**src/rtl/core/perl_pkg.sv**
```systemverilog
package perl_pkg;

	localparam int FRAC_BITS = 16;
	localparam int TABLE_SIZE = 256;
	localparam int IDX_W = $clog2(TABLE_SIZE);
	localparam int ENT_W = 8;
	localparam int COORD_W = 24;
	localparam int NOISE_W = 16;
	localparam int HASH_W = 4;
	localparam int CORNERS = 8;

	// pipeline depth: item enters stage 1 on acceptance, result sits in the last stage
	localparam int N_STAGES = 8;
	// stages that own a copy of the permutation table
	localparam int TAB_STAGES = 3;

	localparam longint ONE_F = longint'(1) << FRAC_BITS;
	localparam longint HALF_F = longint'(1) << (FRAC_BITS - 1);
	localparam longint NOISE_MAX = (longint'(1) << NOISE_W) - 1;
	localparam longint OUT_SCALE = longint'(1) << (NOISE_W - 1);

	// fade polynomial coefficients
	localparam int FADE_C10 = 10;
	localparam int FADE_C15 = 15;
	localparam int FADE_C6 = 6;

	// gradient selection thresholds and special codes
	localparam logic [HASH_W-1:0] H_U_SPLIT = 4'd8;
	localparam logic [HASH_W-1:0] H_V_SPLIT = 4'd4;
	localparam logic [HASH_W-1:0] H_VX_A = 4'd12;
	localparam logic [HASH_W-1:0] H_VX_B = 4'd14;

	localparam int FADE_W = FRAC_BITS + 1;
	localparam int OFS_W = FRAC_BITS + 1;
	localparam int GRAD_W = FRAC_BITS + 3;
	localparam int LERP_W = FRAC_BITS + 4;

	typedef enum logic {
		OP_EVAL = 1'b0,
		OP_LOAD = 1'b1
	} op_t;

	typedef struct packed {
		logic [N_STAGES-1:0] adv;
		logic [TAB_STAGES-1:0] wr;
	} pipe_ctl_t;

	function automatic logic signed [GRAD_W-1:0] grad(input logic [HASH_W-1:0] h,
			input logic signed [OFS_W-1:0] x, input logic signed [OFS_W-1:0] y,
			input logic signed [OFS_W-1:0] z);
		logic signed [GRAD_W-1:0] u;
		logic signed [GRAD_W-1:0] v;
		u = (h < H_U_SPLIT) ? GRAD_W'(x) : GRAD_W'(y);
		if (h < H_V_SPLIT)
			v = GRAD_W'(y);
		else if (h == H_VX_A || h == H_VX_B)
			v = GRAD_W'(x);
		else
			v = GRAD_W'(z);
		if (h[0])
			u = -u;
		if (h[1])
			v = -v;
		return u + v;
	endfunction

	// a + round_half_up((b - a) * w / 2^F)
	function automatic logic signed [LERP_W-1:0] lerp(input logic [FADE_W-1:0] w,
			input logic signed [LERP_W-1:0] a, input logic signed [LERP_W-1:0] b);
		logic signed [LERP_W:0] d;
		logic signed [LERP_W+FRAC_BITS+2:0] p;
		logic signed [LERP_W+FRAC_BITS+2:0] r;
		d = {b[LERP_W-1], b} - {a[LERP_W-1], a};
		p = (LERP_W+FRAC_BITS+3)'(d) * (LERP_W+FRAC_BITS+3)'($signed({1'b0, w}));
		r = (p + (LERP_W+FRAC_BITS+3)'(HALF_F)) >>> FRAC_BITS;
		return a + r[LERP_W-1:0];
	endfunction

endpackage

```
**src/rtl/core/perl_fade.sv**
```systemverilog
module perl_fade (
	input  logic                               clk,
	input  perl_pkg::pipe_ctl_t                ctl,
	input  logic [perl_pkg::FRAC_BITS-1:0]     frac,
	output logic [perl_pkg::FRAC_BITS-1:0]     frac_s3,
	output logic [perl_pkg::FADE_W-1:0]        fade_s4
);

	localparam int F = perl_pkg::FRAC_BITS;

	logic [F-1:0] t_s1, t_s2;
	logic [F:0]   t2_s2, t3_s3;
	logic [F+3:0] q_s3;
	logic [2*F:0] sq;
	logic [2*F+1:0] cu;
	logic [F+5:0] qs;
	logic [2*F+5:0] pr;
	logic [F+5:0] fr;

	// t^2 and t^3, each rounded back to F fraction bits
	assign sq = (2*F+1)'(t_s1) * (2*F+1)'(t_s1) + (2*F+1)'(perl_pkg::HALF_F);
	assign cu = (2*F+2)'(t2_s2) * (2*F+2)'(t_s2) + (2*F+2)'(perl_pkg::HALF_F);
	// 10 - 15t + 6t^2, wraps into two's complement
	assign qs = ((F+6)'(perl_pkg::FADE_C10) << F)
		- (F+6)'(perl_pkg::FADE_C15) * (F+6)'(t_s2)
		+ (F+6)'(perl_pkg::FADE_C6) * (F+6)'(t2_s2);
	assign pr = (2*F+6)'(t3_s3) * (2*F+6)'(q_s3) + (2*F+6)'(perl_pkg::HALF_F);
	assign fr = pr[2*F+5:F];

	always_ff @(posedge clk) begin
		if (ctl.adv[0])
			t_s1 <= frac;
		if (ctl.adv[1]) begin
			t_s2 <= t_s1;
			t2_s2 <= sq[2*F:F];
		end
		if (ctl.adv[2]) begin
			frac_s3 <= t_s2;
			t3_s3 <= cu[2*F:F];
			q_s3 <= qs[F+5] ? '0 : qs[F+3:0];
		end
		if (ctl.adv[3])
			fade_s4 <= (fr > (F+6)'(perl_pkg::ONE_F)) ? (F+1)'(perl_pkg::ONE_F) : fr[F:0];
	end

endmodule

```
**config.mk**
```make
export PLATFORM = sky130hd
export DESIGN_NAME = perl_fade
export DESIGN_NICKNAME = d
export VERILOG_FILES = /design/src/rtl/core/perl_pkg.sv /design/src/rtl/core/perl_fade.sv
export SDC_FILE = /design/constraint.sdc
export NUM_CORES = 2
export LEC_CHECK = 0
export ABC_AREA = 1
export BUFFER_PORTS_ARGS = -buffer_cell sky130_fd_sc_hd__buf_2
export CAP_MARGIN = 20
export CORE_MARGIN = 10
export CORE_UTILIZATION = 34
export DETAILED_ROUTE_END_ITERATION = 10
export PLACE_DENSITY_LB_ADDON = 0.2
export SLEW_MARGIN = 10
export SYNTH_ARGS = -nofsm -noshare
export SYNTH_HDL_FRONTEND = slang
export SYNTH_SLANG_ARGS = --single-unit
```
**constraint.sdc**
```tcl
create_clock -name clk -period 13.4 [get_ports clk]
set_input_delay 2.01 -clock clk [delete_from_list [all_inputs] [get_ports clk]]
set_output_delay 2.01 -clock clk [all_outputs]
set_load 0.02 [all_outputs]
```
Word level (Yosys, flattened, before mapping). Index checks and enable logic that the tools add are counted.

Add/subtract/negate cells: 5. $lt $le $gt $ge: 1. $mul: 5.

Operator list (number): $add 37x16->38 const B (1); $mul 17x20->37 (1); $add 32x16->33 const B (1); $add 33x16->33 const B (1); $mul 17x16->33 (1); $mul 16x16->32 (1); $add 21x21->22 (1); $gt 22x17->1 const B (1); $sub 20x20->21 const A (1); $mul 4x16->20 const A (1); $mul 2x17->19 const A (1).

Output and inout bits: 33. Bits of input ports: 28. Word-level logic and storage cells: 18. Flip-flop bits (word level): 119.

Depth between registers and ports, before layout.
Depth after elaboration: 3. Gate-level depth with buffers: 34. Mapped depth without buffers: 32.

Worst setup path after synthesis. OpenSTA, ideal clock, no wires.

Path kind: register to register. From: reg t3_s3[2]. To: reg fade_s4[13] (netlist bit) (data pin). Data required time: 13.148 ns. Library setup time: 0.252 ns. Clock period less this slack: 6.055 ns. Path buffers: 3. Stages on the path, launching flop included: 31. Slack: 7.345 ns. Data arrival time: 5.803 ns. Cells stage by stage: edfxtp_1 -> clkbuf_1 -> clkbuf_1 -> nand2_1 -> fa_1 -> inv_1 -> fa_1 -> inv_1 -> fa_1 -> inv_1 -> fa_1 -> fa_1 -> inv_1 -> fa_1 -> inv_1 -> ha_1 -> nand2_1 -> nor2_2 -> inv_1 -> nor3_1 -> nand2_1 -> nand2_1 -> xor2_1 -> nor2_1 -> nand2_1 -> nor2_1 -> nand2_1 -> nand2_1 -> nand2_2 -> buf_6 -> nor2_1.

Longest elaborated chain between the ends: 3.

Ends and longest elaborated chain: from (decl) (RTL line perl_fade.sv:12) `logic [F:0] t2_s2, t3_s3;`; from (signal assigned) (RTL line perl_fade.sv:39) `t3_s3 <= cu[2*F:F];`; $mul 17x20->37 * (RTL line perl_fade.sv:27) `assign pr = (2*F+6)'(t3_s3) * (2*F+6)'(q_s3) + (2*F+6)'(perl_pkg::HALF_F);`; $add 37x16->38 * (RTL line perl_fade.sv:27); $gt 22x17->1 (RTL line perl_fade.sv:43) `fade_s4 <= (fr > (F+6)'(perl_pkg::ONE_F)) ? (F+1)'(perl_pkg::ONE_F) : fr[F:0];`; to (signal assigned) (RTL line perl_fade.sv:43); to (decl) (RTL line perl_fade.sv:6) `output logic [perl_pkg::FADE_W-1:0] fade_s4`.

Every way passes the cells marked *; elsewhere a longest branch is shown, timed or not. A chain may end at the register's enable or synchronous reset.

Worst setup path after layout.
From: reg t3_s3[2]. To: reg fade_s4[2] (netlist bit) (data pin).

The elaborated chain is that of the path after synthesis.

==> impl_metrics.json <==
{
  "globalplace.congestion": 0.8549,
  "first_global_vias": 29760,
  "postSynth.asyncResetShare_pct": 0,
  "synth_enable_flop_cells": 119,
  "cts_root_buf": "sky130_fd_sc_hd__clkbuf_16",
  "drcViolationCount": 0,
  "number_of_endpoints_failing_setup_at_the_final_stage": 0,
  "cts_tree": "yes",
  "die-area_mm2": 0.1208,
  "worst_setup_hold_path_clk_slew_ns": 0.06,
  "synth_flop_cell": "sky130_fd_sc_hd__edfxtp_1",
  "timing.final.max_slew_violations": 0,
  "multi_input_comb_area_mm2": 0.02688,
  "cts.path.max_buffers": 2,
  "drt-vias-per-instance": 4.511,
  "crit_fanout": 20,
  "grt_setup_unrepaired": "false",
  "largest_net_degree_at_the_start_of_global_routing": 54,
  "count_of_warnings_emitted_by_yosys": 0,
  "die_x_um": 347.6,
  "core_mm2": 0.1068,
  "max_freq_mhz": 147.6,
  "final_net_count": 5697,
  "run_status": "completed",
  "num_io_pins": 61,
  "initial_util_pct": 34.18,
  "antenna_viol_nets_final": 0,
  "gr-usage-all-layers_pct": 15.35,
  "crit_required_ns": 13.63,
  "detailed_place_hpwl_um": 72230,
  "post_synth_inst_count": 4630,
  "post-route-period-util_pct": 50.55,
  "avgSynthCellArea_um2": 7.881,
  "max_cap_viol_count": 0,
  "whs_ns": 0.4534,
  "grt_overflow": 0,
  "timing.critical_path.slowest_cell_delay_ns": 1.00,
  "fill_cells": 11260,
  "syn_nets": 5764,
  "post-cts-setup-buffer-count": 0,
  "synth-seq-cells": 119,
  "min_path_type": "reg -> reg",
  "crit_top_cell": "sky130_fd_sc_hd__nand2_1",
  "cp.buffers_inverters": 6,
  "timing.max_slew.rel_slack_pct": 28.18,
  "wire_length_of_the_first_global_routing_pass_um": 152100,
  "row_count": 120,
  "final_cell_mix": "sky130_fd_sc_hd__inv_1 (1432), sky130_fd_sc_hd__nand2_1 (1131), sky130_fd_sc_hd__fa_1 (669)",
  "critical_path.top_delay_family": "adder cells",
  "register_area_mm2": 0.003573,
  "grt_antenna_before_repair": 0,
  "layout_commonest_cell": "sky130_fd_sc_hd__inv_1",
  "critical-path-slowest-cell": "sky130_fd_sc_hd__edfxtp_1",
  "cts_max_level": 4,
  "setup_tns_final_ns": 0,
  "postLayoutCoreUtil_pct": 36.17,
  "synth-seq-area-share_pct": 9.793,
  "clock_sinks": 119,
  "synth.distinct_cells": 47,
  "syn_std_cell_area_mm2": 0.03649,
  "startpoint_type": "flop",
  "clkLatencyLatePin_ns": 0.49,
  "violation_count_after_the_first_detailed_route_iteration": 1246,
  "layout-drive-gt1-share_pct": 3.082,
  "die_y_um": 347.6,
  "port-buffer-count": 53,
  "final.setup_skew_ns": 0.02031,
  "routed_wire_length_per_instance_um": 14.65,
  "route.final.wire_length_um": 87560,
  "crit_arrival_ns": 7.00,
  "max_slew.worst_pin.slew_ns": 1.077,
  "final.min_clock_period_ns": 6.774,
  "area_delta_synth_final_pct": 5.822,
  "endpoint_kind": "flop",
  "post_cts.resized_instances": 0,
  "timing_hold_violations_final": 0,
  "total_vias_in_the_final_route": 26970,
  "cts.hold.buffers_added": 0,
  "path_class": "reg -> reg",
  "diodes": 0,
  "numCtsBuffers": 17,
  "detail_route.first_pass.iterations": 5
}
[Yosys cell counts (all sizes together) (6+ instances only)]
master	count	area, um^2
or2	6	37.54
edfxtp	119	3573
fa	669	13390
nand4	20	125.1
a21o	6	45.04
buf	8	48.79
nand3	76	380.4
nand2	1135	4270
a21oi	152	764.5
a31oi	13	81.33
nor2	153	606.8
clkbuf	162	609.3
o21bai	10	75.07
inv	1434	5383
o21ai	62	310.3
xnor2	26	227.7
a21boi	7	52.55
xor2	64	560.5
nor4	6	37.54
ha	437	5468
o21a	11	82.58
nor3	23	115.1
[flip-flops by register name, summed over array words and instances, names as in the netlist]
register  flops
t_s1         16
fade_s4      17
frac_s3      16
t3_s3        17
t2_s2        17
q_s3         20
t_s2         16
[through the flow]
stage | instance area [um^2] | cells | worst slack, ns
floorplan | 36490 | 4630 | 7.345
global placement | 38090 | 5947 | 6.617
detailed placement | 38090 | 5947 | 6.601
CTS | 38610 | 5978 | 6.600
global route | 38610 | 5978 | 6.127
finish | 38610 | 5978 | 6.626
[final cells by class]
type / instances / area share [%]
Multi-Input combinational cell: 2907 / 69.60
Inverter: 1434 / 13.94
Sequential cell: 119 / 9.254
Tap cell: 1403 / 4.546
Timing Repair Buffer: 84 / 1.290
Clock buffer: 17 / 1.102
Clock inverter: 14 / 0.2689
[worst register-to-register path: cells and delay by family (launching register included)]
kind | cells | cell delay [ns]
fa+ha+maj | 7 | 3.50
buf+inv | 6 | 0.35
flops | 1 | 1.00
simple gates | 16 | 1.67
[per-layer routing]
metal  GRT usage, %  share of wire [%]  up-vias  routed length (um)
li1               -                  -    13260                   -
met1          20.54                 47    13250               41580
met2          26.63                 48      387               42040
met3          1.876                3.2       75                2806
met4          2.757                1.3        0                1142
met5              0                  0        -                   0
[cell families after synthesis]
logic type | synth area share, %
DFF | 9.793
xor gates and xnor gates | 2.160
buffers and inverters | 16.55
AOI/OAI and AO/OA | 4.362
adders and majority gates | 51.69
and+or+nand+nor | 15.44
[worst paths after layout]
check,cells past startpoint,from,endpoint,slack (ns)
max,29,t3_s3[2]$_DFFE_PP_,fade_s4[2]$_SDFFCE_PN0P_,6.63
min,0,t_s2[14]$_DFFE_PP_,frac_s3[14]$_DFFE_PP_,0.45
max reg2reg,29,t3_s3[2]$_DFFE_PP_,fade_s4[2]$_SDFFCE_PN0P_,6.63
min reg2reg,0,t_s2[14]$_DFFE_PP_,frac_s3[14]$_DFFE_PP_,0.45
Power is left out: the tool's default activity adds up to more than one toggle a clock period on the data nets, which glitch-free logic cannot reach.
